--- src/sv/bgd_pkg.sv ---
// ----------------------------------------------------------------------------
// bgd_pkg
// Shared types and constants of the button gesture detector.
// ----------------------------------------------------------------------------
package bgd_pkg;

   localparam int MaxEvents = 4;
   localparam int QueueDepth = 4;
   localparam int QueueAddrW = $clog2(QueueDepth);
   localparam int CsrAddrW = 5;

   typedef enum logic [2:0] {
      EV_PRESS = 3'd0,
      EV_RELEASE = 3'd1,
      EV_CLICK = 3'd2,
      EV_DOUBLE = 3'd3,
      EV_LONG = 3'd4,
      EV_REPEAT = 3'd5
   } event_kind_type;

   typedef enum logic [2:0] {
      REG_DEBOUNCE_TIME = 3'd0,
      REG_LONG_PRESS_TIME = 3'd1,
      REG_DOUBLE_CLICK_TIME = 3'd2,
      REG_REPEAT_PERIOD = 3'd3,
      REG_PIN_INVERT = 3'd4,
      REG_LONG_PRESS_ENABLE = 3'd5,
      REG_DOUBLE_CLICK_ENABLE = 3'd6,
      REG_REPEAT_ENABLE = 3'd7
   } reg_index_type;

   typedef struct packed {
      logic [15:0] debounce_time;
      logic [15:0] long_press_time;
      logic [15:0] double_click_time;
      logic [15:0] repeat_period;
      logic        pin_invert;
      logic        long_press_enable;
      logic        double_click_enable;
      logic        repeat_enable;
   } cfg_type;

   // events of one tick, in emission order
   typedef struct packed {
      event_kind_type [MaxEvents-1:0] kinds;
      logic [1:0]                     last_idx;
      logic [31:0]                    time_stamp;
   } bundle_type;

   typedef struct packed {
      logic empty;
      logic full;
   } queue_status_type;

endpackage

--- src/sv/bgd_csr.sv ---
// ----------------------------------------------------------------------------
// bgd_csr
// Configuration registers behind the APB-style port.
// ----------------------------------------------------------------------------
module bgd_csr (
   input  logic                          clock,
   input  logic                          reset,
   input  logic                          csr_psel,
   input  logic                          csr_penable,
   input  logic                          csr_pwrite,
   input  logic [bgd_pkg::CsrAddrW-1:0]  csr_paddr,
   input  logic [31:0]                   csr_pwdata,
   output logic [31:0]                   csr_prdata,
   output logic                          csr_pready,
   output bgd_pkg::cfg_type              cfg
);
   import bgd_pkg::*;

   cfg_type       cfg_ff;
   cfg_type       cfg_in;
   reg_index_type idx;
   logic          wr_en;

   assign idx = reg_index_type'(csr_paddr[4:2]);
   assign wr_en = csr_psel & csr_penable & csr_pwrite;
   assign csr_pready = 1'b1;
   assign cfg = cfg_ff;

   always_comb begin
      cfg_in = cfg_ff;
      if (wr_en) begin
         unique case (idx)
            REG_DEBOUNCE_TIME: cfg_in.debounce_time = csr_pwdata[15:0];
            REG_LONG_PRESS_TIME: cfg_in.long_press_time = csr_pwdata[15:0];
            REG_DOUBLE_CLICK_TIME: cfg_in.double_click_time = csr_pwdata[15:0];
            REG_REPEAT_PERIOD: cfg_in.repeat_period = csr_pwdata[15:0];
            REG_PIN_INVERT: cfg_in.pin_invert = csr_pwdata[0];
            REG_LONG_PRESS_ENABLE: cfg_in.long_press_enable = csr_pwdata[0];
            REG_DOUBLE_CLICK_ENABLE: cfg_in.double_click_enable = csr_pwdata[0];
            REG_REPEAT_ENABLE: cfg_in.repeat_enable = csr_pwdata[0];
            default: cfg_in = cfg_ff;
         endcase
      end
   end

   always_comb begin
      unique case (idx)
         REG_DEBOUNCE_TIME: csr_prdata = {16'd0, cfg_ff.debounce_time};
         REG_LONG_PRESS_TIME: csr_prdata = {16'd0, cfg_ff.long_press_time};
         REG_DOUBLE_CLICK_TIME: csr_prdata = {16'd0, cfg_ff.double_click_time};
         REG_REPEAT_PERIOD: csr_prdata = {16'd0, cfg_ff.repeat_period};
         REG_PIN_INVERT: csr_prdata = {31'd0, cfg_ff.pin_invert};
         REG_LONG_PRESS_ENABLE: csr_prdata = {31'd0, cfg_ff.long_press_enable};
         REG_DOUBLE_CLICK_ENABLE: csr_prdata = {31'd0, cfg_ff.double_click_enable};
         REG_REPEAT_ENABLE: csr_prdata = {31'd0, cfg_ff.repeat_enable};
         default: csr_prdata = 32'd0;
      endcase
   end

   always_ff @(posedge clock) begin
      if (reset) begin
         cfg_ff.debounce_time <= 16'd20;
         cfg_ff.long_press_time <= 16'd1000;
         cfg_ff.double_click_time <= 16'd300;
         cfg_ff.repeat_period <= 16'd100;
         cfg_ff.pin_invert <= 1'b1;
         cfg_ff.long_press_enable <= 1'b1;
         cfg_ff.double_click_enable <= 1'b0;
         cfg_ff.repeat_enable <= 1'b0;
      end else begin
         cfg_ff <= cfg_in;
      end
   end

endmodule

--- src/sv/bgd_front.sv ---
// ----------------------------------------------------------------------------
// bgd_front
// Tick engine: debounce, gesture timers and the event list of each tick.
// ----------------------------------------------------------------------------
module bgd_front (
   input  logic                 clock,
   input  logic                 reset,
   input  bgd_pkg::cfg_type     cfg,
   input  logic                 req_valid,
   output logic                 req_stall,
   input  logic                 req_pin_level,
   input  logic                 queue_full,
   output logic                 push,
   output bgd_pkg::bundle_type  push_data
);
   import bgd_pkg::*;

   function automatic logic [15:0] bump(input logic [15:0] c);
      bump = (c == 16'hFFFF) ? c : c + 16'd1;
   endfunction

   logic [31:0] tick_ff, tick_in;
   logic        prev_ff, prev_in;
   logic [15:0] dbc_ff, dbc_in;
   logic        db_armed_ff, db_armed_in;
   logic        stable_ff, stable_in;
   logic [31:0] press_ff, press_in;
   logic        await_ff, await_in;
   logic [15:0] dcc_ff, dcc_in;
   logic [15:0] lpc_ff, lpc_in;
   logic        lp_armed_ff, lp_armed_in;
   logic [15:0] rpc_ff, rpc_in;
   logic        rp_armed_ff, rp_armed_in;

   logic                           accept;
   logic                           level;
   logic [15:0]                    dc_bump, lp_bump, rp_bump, db_bump;
   logic [31:0]                    held;
   logic [2:0]                     n;
   event_kind_type [MaxEvents-1:0] kinds;

   assign req_stall = queue_full;
   assign accept = req_valid & ~queue_full;
   assign level = req_pin_level ^ cfg.pin_invert;
   assign dc_bump = bump(dcc_ff);
   assign lp_bump = bump(lpc_ff);
   assign rp_bump = bump(rpc_ff);
   assign db_bump = bump(dbc_ff);
   assign held = tick_ff - press_ff;

   always_comb begin
      tick_in = tick_ff + 32'd1;
      prev_in = prev_ff;
      dbc_in = dbc_ff;
      db_armed_in = db_armed_ff;
      stable_in = stable_ff;
      press_in = press_ff;
      await_in = await_ff;
      dcc_in = dcc_ff;
      lpc_in = lpc_ff;
      lp_armed_in = lp_armed_ff;
      rpc_in = rpc_ff;
      rp_armed_in = rp_armed_ff;
      n = 3'd0;
      kinds = '{default: EV_PRESS};

      // double click timeout
      if (await_ff) begin
         if (dc_bump >= cfg.double_click_time) begin
            await_in = 1'b0;
            dcc_in = 16'd0;
            kinds[n[1:0]] = EV_CLICK;
            n = n + 3'd1;
         end else begin
            dcc_in = dc_bump;
         end
      end

      // long press expiry
      if (lp_armed_ff) begin
         if (lp_bump >= cfg.long_press_time) begin
            lp_armed_in = 1'b0;
            lpc_in = 16'd0;
            kinds[n[1:0]] = EV_LONG;
            n = n + 3'd1;
            if (cfg.repeat_enable) begin
               rp_armed_in = 1'b1;
               rpc_in = 16'd0;
            end
         end else begin
            lpc_in = lp_bump;
         end
      end

      // auto repeat
      if (rp_armed_ff) begin
         if (rp_bump >= cfg.repeat_period) begin
            rpc_in = 16'd0;
            kinds[n[1:0]] = EV_REPEAT;
            n = n + 3'd1;
         end else begin
            rpc_in = rp_bump;
         end
      end

      // debounce
      if (level != prev_ff) begin
         prev_in = level;
         dbc_in = 16'd0;
         db_armed_in = 1'b1;
      end else if (db_armed_ff) begin
         if (db_bump >= cfg.debounce_time) begin
            db_armed_in = 1'b0;
            dbc_in = 16'd0;
            if (level != stable_ff) begin
               stable_in = level;
               if (level) begin
                  press_in = tick_ff;
                  if (cfg.long_press_enable) begin
                     lp_armed_in = 1'b1;
                     lpc_in = 16'd0;
                  end
                  kinds[n[1:0]] = EV_PRESS;
                  n = n + 3'd1;
               end else begin
                  lp_armed_in = 1'b0;
                  lpc_in = 16'd0;
                  rp_armed_in = 1'b0;
                  rpc_in = 16'd0;
                  if (held < {16'd0, cfg.long_press_time}) begin
                     if (cfg.double_click_enable) begin
                        if (await_in) begin
                           await_in = 1'b0;
                           dcc_in = 16'd0;
                           kinds[n[1:0]] = EV_DOUBLE;
                           n = n + 3'd1;
                        end else begin
                           await_in = 1'b1;
                           dcc_in = 16'd0;
                        end
                     end else begin
                        kinds[n[1:0]] = EV_CLICK;
                        n = n + 3'd1;
                     end
                  end
                  kinds[n[1:0]] = EV_RELEASE;
                  n = n + 3'd1;
               end
            end
         end else begin
            dbc_in = db_bump;
         end
      end
   end

   assign push = accept & (n != 3'd0);
   assign push_data.kinds = kinds;
   assign push_data.last_idx = n[1:0] - 2'd1;
   assign push_data.time_stamp = tick_ff;

   always_ff @(posedge clock) begin
      if (reset) begin
         tick_ff <= 32'd0;
         prev_ff <= 1'b0;
         dbc_ff <= 16'd0;
         db_armed_ff <= 1'b0;
         stable_ff <= 1'b0;
         press_ff <= 32'd0;
         await_ff <= 1'b0;
         dcc_ff <= 16'd0;
         lpc_ff <= 16'd0;
         lp_armed_ff <= 1'b0;
         rpc_ff <= 16'd0;
         rp_armed_ff <= 1'b0;
      end else if (accept) begin
         tick_ff <= tick_in;
         prev_ff <= prev_in;
         dbc_ff <= dbc_in;
         db_armed_ff <= db_armed_in;
         stable_ff <= stable_in;
         press_ff <= press_in;
         await_ff <= await_in;
         dcc_ff <= dcc_in;
         lpc_ff <= lpc_in;
         lp_armed_ff <= lp_armed_in;
         rpc_ff <= rpc_in;
         rp_armed_ff <= rp_armed_in;
      end
   end

endmodule

--- src/sv/bgd_queue.sv ---
// ----------------------------------------------------------------------------
// bgd_queue
// Short queue of per-tick event bundles between the front and back parts.
// ----------------------------------------------------------------------------
module bgd_queue (
   input  logic                      clock,
   input  logic                      reset,
   input  logic                      push,
   input  bgd_pkg::bundle_type       push_data,
   input  logic                      pop,
   output bgd_pkg::bundle_type       head,
   output bgd_pkg::queue_status_type status
);
   import bgd_pkg::*;

   bundle_type               mem [QueueDepth];
   logic [QueueAddrW-1:0]    wr_ptr_ff, wr_ptr_in;
   logic [QueueAddrW-1:0]    rd_ptr_ff, rd_ptr_in;
   logic [QueueAddrW:0]      count_ff, count_in;
   logic                     do_push;
   logic                     do_pop;

   assign status.empty = (count_ff == '0);
   assign status.full = (count_ff == (QueueAddrW+1)'(QueueDepth));
   assign do_push = push & ~status.full;
   assign do_pop = pop & ~status.empty;
   assign head = mem[rd_ptr_ff];

   always_comb begin
      wr_ptr_in = do_push ? wr_ptr_ff + 1'b1 : wr_ptr_ff;
      rd_ptr_in = do_pop ? rd_ptr_ff + 1'b1 : rd_ptr_ff;
      count_in = count_ff + (QueueAddrW+1)'(do_push) - (QueueAddrW+1)'(do_pop);
   end

   always_ff @(posedge clock) begin
      if (do_push) begin
         mem[wr_ptr_ff] <= push_data;
      end
   end

   always_ff @(posedge clock) begin
      if (reset) begin
         wr_ptr_ff <= '0;
         rd_ptr_ff <= '0;
         count_ff <= '0;
      end else begin
         wr_ptr_ff <= wr_ptr_in;
         rd_ptr_ff <= rd_ptr_in;
         count_ff <= count_in;
      end
   end

endmodule

--- src/sv/bgd_back.sv ---
// ----------------------------------------------------------------------------
// bgd_back
// Takes bundles apart into single events and drives the result register.
// ----------------------------------------------------------------------------
module bgd_back (
   input  logic                      clock,
   input  logic                      reset,
   input  bgd_pkg::bundle_type       head,
   input  bgd_pkg::queue_status_type status,
   output logic                      pop,
   output logic                      rsp_valid,
   input  logic                      rsp_stall,
   output logic [2:0]                rsp_event_kind,
   output logic [31:0]               rsp_time_stamp,
   output logic                      rsp_last_of_tick
);
   import bgd_pkg::*;

   logic [1:0]     sub_ff, sub_in;
   logic           valid_ff, valid_in;
   event_kind_type kind_ff, kind_in;
   logic [31:0]    stamp_ff, stamp_in;
   logic           last_ff, last_in;
   logic           load;
   logic           is_last;

   assign load = ~valid_ff | ~rsp_stall;
   assign is_last = (sub_ff == head.last_idx);
   assign pop = load & ~status.empty & is_last;

   always_comb begin
      sub_in = sub_ff;
      valid_in = valid_ff;
      kind_in = kind_ff;
      stamp_in = stamp_ff;
      last_in = last_ff;
      if (load) begin
         valid_in = ~status.empty;
         if (~status.empty) begin
            kind_in = head.kinds[sub_ff];
            stamp_in = head.time_stamp;
            last_in = is_last;
            sub_in = is_last ? 2'd0 : sub_ff + 2'd1;
         end
      end
   end

   always_ff @(posedge clock) begin
      if (reset) begin
         sub_ff <= 2'd0;
         valid_ff <= 1'b0;
      end else begin
         sub_ff <= sub_in;
         valid_ff <= valid_in;
      end
      kind_ff <= kind_in;
      stamp_ff <= stamp_in;
      last_ff <= last_in;
   end

   assign rsp_valid = valid_ff;
   assign rsp_event_kind = kind_ff;
   assign rsp_time_stamp = stamp_ff;
   assign rsp_last_of_tick = last_ff;

endmodule

--- src/sv/button_gesture_detector_top.sv ---
// ----------------------------------------------------------------------------
// button_gesture_detector_top
// One button: debounce, press, release, click, double click, long press, repeat.
//
// Each req beat is one millisecond tick with the raw pin level. Each rsp beat
// is one event with its kind, the tick count it belongs to, and a flag on the
// last event of that tick; a tick gives zero to four events.
// The front engine takes one tick per cycle while the queue is not full and
// pushes the tick's events as a bundle into a four-deep queue; the back part
// sends them one per cycle. The first event of a tick passes through the
// queue and then the output register before it is valid on rsp.
// Throughput: one tick per cycle while the output keeps up; the rsp side
// moves one event per cycle while rsp_stall is low, so a tick's events go
// out one beat each. req_stall is high only while the queue is full.
// rsp_stall holds the output register; the queue fills and then stalls req.
// Reset restores the register defaults, clears all timers and tick count.
// Registers sit at byte addresses 4*i on the csr port.
// ----------------------------------------------------------------------------
module button_gesture_detector_top (
   input  logic                         clock,
   input  logic                         reset,
   input  logic                         req_valid,
   output logic                         req_stall,
   input  logic                         req_pin_level,
   output logic                         rsp_valid,
   input  logic                         rsp_stall,
   output logic [2:0]                   rsp_event_kind,
   output logic [31:0]                  rsp_time_stamp,
   output logic                         rsp_last_of_tick,
   input  logic                         csr_psel,
   input  logic                         csr_penable,
   input  logic                         csr_pwrite,
   input  logic [bgd_pkg::CsrAddrW-1:0] csr_paddr,
   input  logic [31:0]                  csr_pwdata,
   output logic [31:0]                  csr_prdata,
   output logic                         csr_pready
);
   import bgd_pkg::*;

   cfg_type          cfg;
   logic             push;
   bundle_type       push_data;
   logic             pop;
   bundle_type       head;
   queue_status_type status;

   bgd_csr u_csr (
      .clock       (clock),
      .reset       (reset),
      .csr_psel    (csr_psel),
      .csr_penable (csr_penable),
      .csr_pwrite  (csr_pwrite),
      .csr_paddr   (csr_paddr),
      .csr_pwdata  (csr_pwdata),
      .csr_prdata  (csr_prdata),
      .csr_pready  (csr_pready),
      .cfg         (cfg)
   );

   bgd_front u_front (
      .clock         (clock),
      .reset         (reset),
      .cfg           (cfg),
      .req_valid     (req_valid),
      .req_stall     (req_stall),
      .req_pin_level (req_pin_level),
      .queue_full    (status.full),
      .push          (push),
      .push_data     (push_data)
   );

   bgd_queue u_queue (
      .clock     (clock),
      .reset     (reset),
      .push      (push),
      .push_data (push_data),
      .pop       (pop),
      .head      (head),
      .status    (status)
   );

   bgd_back u_back (
      .clock            (clock),
      .reset            (reset),
      .head             (head),
      .status           (status),
      .pop              (pop),
      .rsp_valid        (rsp_valid),
      .rsp_stall        (rsp_stall),
      .rsp_event_kind   (rsp_event_kind),
      .rsp_time_stamp   (rsp_time_stamp),
      .rsp_last_of_tick (rsp_last_of_tick)
   );

endmodule

--- config.mk ---
export PLATFORM = sky130hd
export DESIGN_NAME = button_gesture_detector_top
export DESIGN_NICKNAME = d
export VERILOG_FILES = /design/src/sv/bgd_pkg.sv /design/src/sv/bgd_csr.sv /design/src/sv/bgd_front.sv /design/src/sv/bgd_queue.sv /design/src/sv/bgd_back.sv /design/src/sv/button_gesture_detector_top.sv
export SDC_FILE = /design/constraint.sdc
export NUM_CORES = 1
export LEC_CHECK = 0
export BUFFER_PORTS_ARGS = -buffer_cell sky130_fd_sc_hd__buf_2
export CAP_MARGIN = 40
export CELL_PAD_IN_SITES_DETAIL_PLACEMENT = 1
export CELL_PAD_IN_SITES_GLOBAL_PLACEMENT = 1
export CORE_MARGIN = 2
export CORE_UTILIZATION = 40
export CTS_CLUSTER_SIZE = 20
export DETAILED_ROUTE_END_ITERATION = 8
export GPL_ROUTABILITY_DRIVEN = 0
export PLACE_DENSITY_LB_ADDON = 0.1
export SLEW_MARGIN = 20
export SYNTH_ARGS = -nofsm -noshare
export SYNTH_HDL_FRONTEND = slang
export SYNTH_SLANG_ARGS = --single-unit
--- constraint.sdc ---
create_clock -name clock -period 15.45 [get_ports clock]
set_clock_uncertainty 0.05 [all_clocks]
set_input_delay 0.7725 -clock clock [delete_from_list [all_inputs] [get_ports clock]]
set_output_delay 0.7725 -clock clock [all_outputs]
set_load 0.01 [all_outputs]
==> results.yml <==
floorplanning:
  design.core.area_um2: 57500
  die_y_um: 245
  die_w_um: 245
  num_rows: 88
  floorplan.initialDensity_pct: 40.3
  floorplan.io_pins: 116
  design.die.area_um2: 59800
layout:
  diodes: 0
  area.growth.synth_to_final_pct: 11.8
  finish.utilization_pct: 45.0
  finalNonFillerCells: 3108
  final_layout_size_suffix_gt1_share_pct: 12.9
  nets: 2487
job:
  max_cap_violations: 0
critical_path:
  cp_data_arrival_time_ps: 8910
  startpoint_of_the_lowest_slack_register_to_register_path: "u_front.lpc_ff[4]$_SDFFE_PP0P_"
  rr_worst_depth: 37
  path_common_cell: "sky130_fd_sc_hd__a21o_1"
  startpoint_type: "register"
  cp_max_fo: 8
  rrSetupSlack_ps: 6960
  max_stage_delay_ps: 470
  criticalPathCategory: "reg -> reg"
  required_ps: 15860
  crit_start: "u_front.lpc_ff[4]$_SDFFE_PP0P_"
  cpMaxStageDelayCell: "sky130_fd_sc_hd__dfxtp_1"
  timing.critical_path.buf_inv: 2
  worst_setup_path_end_kind: "register"
  timing.critical_path.max_delay_family: "compound AO/OA/AOI/OAI gates"
  critical_path.reg2reg.endpoint: "u_queue.count_ff[2]$_SDFF_PP0_"
clock_network:
  post-cts-setup-buffer-count: 0
  clockBufferDepth: 3
  worst_setup_hold_path_clk_slew_ps: 60
  cts_tree: "done"
  cts_inserted_buffers: 49
  cts_htree_levels: 2
  root_buffer: "sky130_fd_sc_hd__clkbuf_16"
  worst_skew_pair.late_latency_ps: 610
  ctsResizeCount: 0
  clock-sinks: 434
  postCtsHoldBufs: 0
power_and_ir_drop:
  power.density_cell_area_nw_per_um2: 96.2
  static-leakage-power_nw: 9.86
  vdd_ir_drop_max_v: 0.0000704
route:
  dr_total_vias: 17200
  ant_nets: 0
  drc_errors: 0
  initialDrtViolationCount: 972
  detail_route.wirelength_um: 62000
  wl_per_cell_um: 19.9
  via_per_inst: 5.52
  firstDrtPassIters: 5
global_route:
  grtUsageTotal_pct: 20.8
  grt_first_pass_wirelength_um: 99100
  grt_overflow_total: 0
  grt_pass1_vias: 17700
  grt_antenna_before_repair: 1
  grt_start_max_net_pins: 81
timing:
  slew_violations: 0
  setup_viol_count_final: 0
  max_freq_mhz: 118
  final-hold-violation-count: 0
  fin_ws_ps: 6960
  setup-tns-final_ps: 0
  finalCritPeriodShare_pct: 55.0
  worstMarginPinSlew_ps: 826
  unrepaired_setup_endpoints_after_global_routing: "false"
  period_needed_ps: 8490
  max_slew_margin_pct: 44.5
placement:
  place.port_buffers: 80
  place.detailed.hpwl_um: 44000
  dp_slack_ps: 6930
  placed_instances: 3013
synth:
  synth-edff-count: 220
  synth_ff_type: "sky130_fd_sc_hd__edfxtp_1"
  syn_inst: 2257
  synth_area_um2: 23200
  ys_seq_elements: 434
  syn-mean-instance-area_um2: 10.3
  synth_async_reset_ratio_pct: 0
  ys_types: 93
  share_of_synthesized_area_occupied_by_flip_flops_and_latches_pct: 47.0
  synthesis.yosys.warnings: 0
hold_path:
  worstHoldPathCells: 2
  min_from: "csr_pwdata[2]"
  hold_path.class: "in -> reg"
  worstHoldEndpoint: "u_csr.cfg[22]$_SDFFE_PP1P_"
run_status:
  status: "completed"
==> layer usage <==
metal	up-vias	track usage [%]	wire [um]
li1	8239	-	-
met3	85	2.62	2010
met4	2	5.99	1630
met5	-	0	11
met1	8570	28.0	28800
met2	261	35.1	29500
==> worst max-delay path by stage <==
stage | slack, ps | cells past startpoint | endpoint
floorplan | 7510 | 34 | u_queue.mem[0][0]$_DFFE_PP_
global placement | 7090 | 36 | u_queue.count_ff[2]$_SDFF_PP0_
detailed placement | 6930 | 37 | u_queue.count_ff[2]$_SDFF_PP0_
CTS | 6890 | 37 | u_queue.count_ff[2]$_SDFF_PP0_
global route | 6360 | 37 | u_queue.count_ff[2]$_SDFF_PP0_
finish | 6960 | 37 | u_queue.count_ff[2]$_SDFF_PP0_
==> cell usage after synthesis, drive strengths merged, types with 29 or more instances <==
cell	n	area [um2]
o21ai	80	400
nand2	243	912
a21o	37	278
dfxtp	214	4280
ha	138	1730
a22oi	31	233
nor3	39	195
edfxtp	220	6610
nor2b	32	208
clkbuf	88	332
mux2i	46	460
inv	126	473
mux4	64	1440
nor2	193	724
nand4	40	256
xnor2	51	447
nand3	67	340
xor2	42	368
and3	29	183
a21oi	170	866
buf	40	284
==> where the power goes <==
part           internal [mW]  total (mW)  leakage [nW]  switching [mW]
sequential              1.20        1.21          3.99         0.00489
combinational         0.0362       0.108          5.07          0.0720
clock                  0.688        1.18         0.799           0.488
==> worst register-to-register path, delay by kind of cell (launching register included) <==
family	cells	cell delay, ps
compound gates	13	2510
xor+xnor	3	610
fa+ha+maj	8	2320
buf+inv	2	210
flops	1	470
mux	2	410
simple gates	9	1780
==> placed cells by master (no fill, tap or decap), drive strengths merged, types with 12 or more instances in the layout <==
cell	n
clkinv	19
nand3	67
nor2	193
or3	17
o21a	18
nand2	243
a21oi	170
and2	18
o21ai	80
mux4	64
clkbuf	67
inv	129
and3	29
xor2	42
nor3	39
nand2b	16
dfxtp	214
ha	138
edfxtp	220
nand3b	15
nand4	40
buf	108
nor2b	32
a22oi	31
a211oi	13
mux2i	46
nor4b	12
o211ai	12
conb	17
a21o	37
a211o	21
xnor2	51
==> per-stage QoR <==
stage,total power [mW],instance area (um2),hold WS [ps]
6_report,2.49,25900,406
5_1_grt,2.57,25900,391
4_1_cts,2.53,25800,371
3_5_place_dp,1.34,24200,415
3_3_place_gp,1.34,24200,409
2_1_floorplan,1.31,23200,396
==> sequential cells by signal, indices dropped and copies added, names as in the netlist, 16 cells and up, named ones only <==
| signal | count |
|---|---|
| u_queue.mem | 184 |
| u_csr.cfg | 68 |
| u_back.rsp_time_stamp | 32 |
| u_front.press_ff | 32 |
| u_front.tick_ff | 32 |
| u_front.dbc_ff | 16 |
| u_front.dcc_ff | 16 |
| u_front.lpc_ff | 16 |
| u_front.rpc_ff | 16 |
==> final cells by class <==
class	count	area, um2
flip-flops and latches	434	10900
well taps	765	957
clock buffers	67	1400
clock inverters	25	231
inverters	127	477
fillers	6397	31600
repair buffers	108	672
multi-input cells	1582	11300
==> cells by family (layout without fill, tap and decap cells) <==
| logic type | Yosys count | count (layout) | synth area share [%] |
|---|---|---|---|
| buf+inv | 256 | 327 | 4.77 |
| other cells | 2 | 17 | 0.0324 |
| fa+ha+maj | 140 | 140 | 7.63 |
| flops | 434 | 434 | 47.0 |
| compound gates | 454 | 454 | 12.6 |
| simple gates | 758 | 758 | 15.7 |
| mux | 120 | 120 | 8.71 |
| xor+xnor | 93 | 93 | 3.52 |
Note: power is estimated with default switching activity, not from simulation.
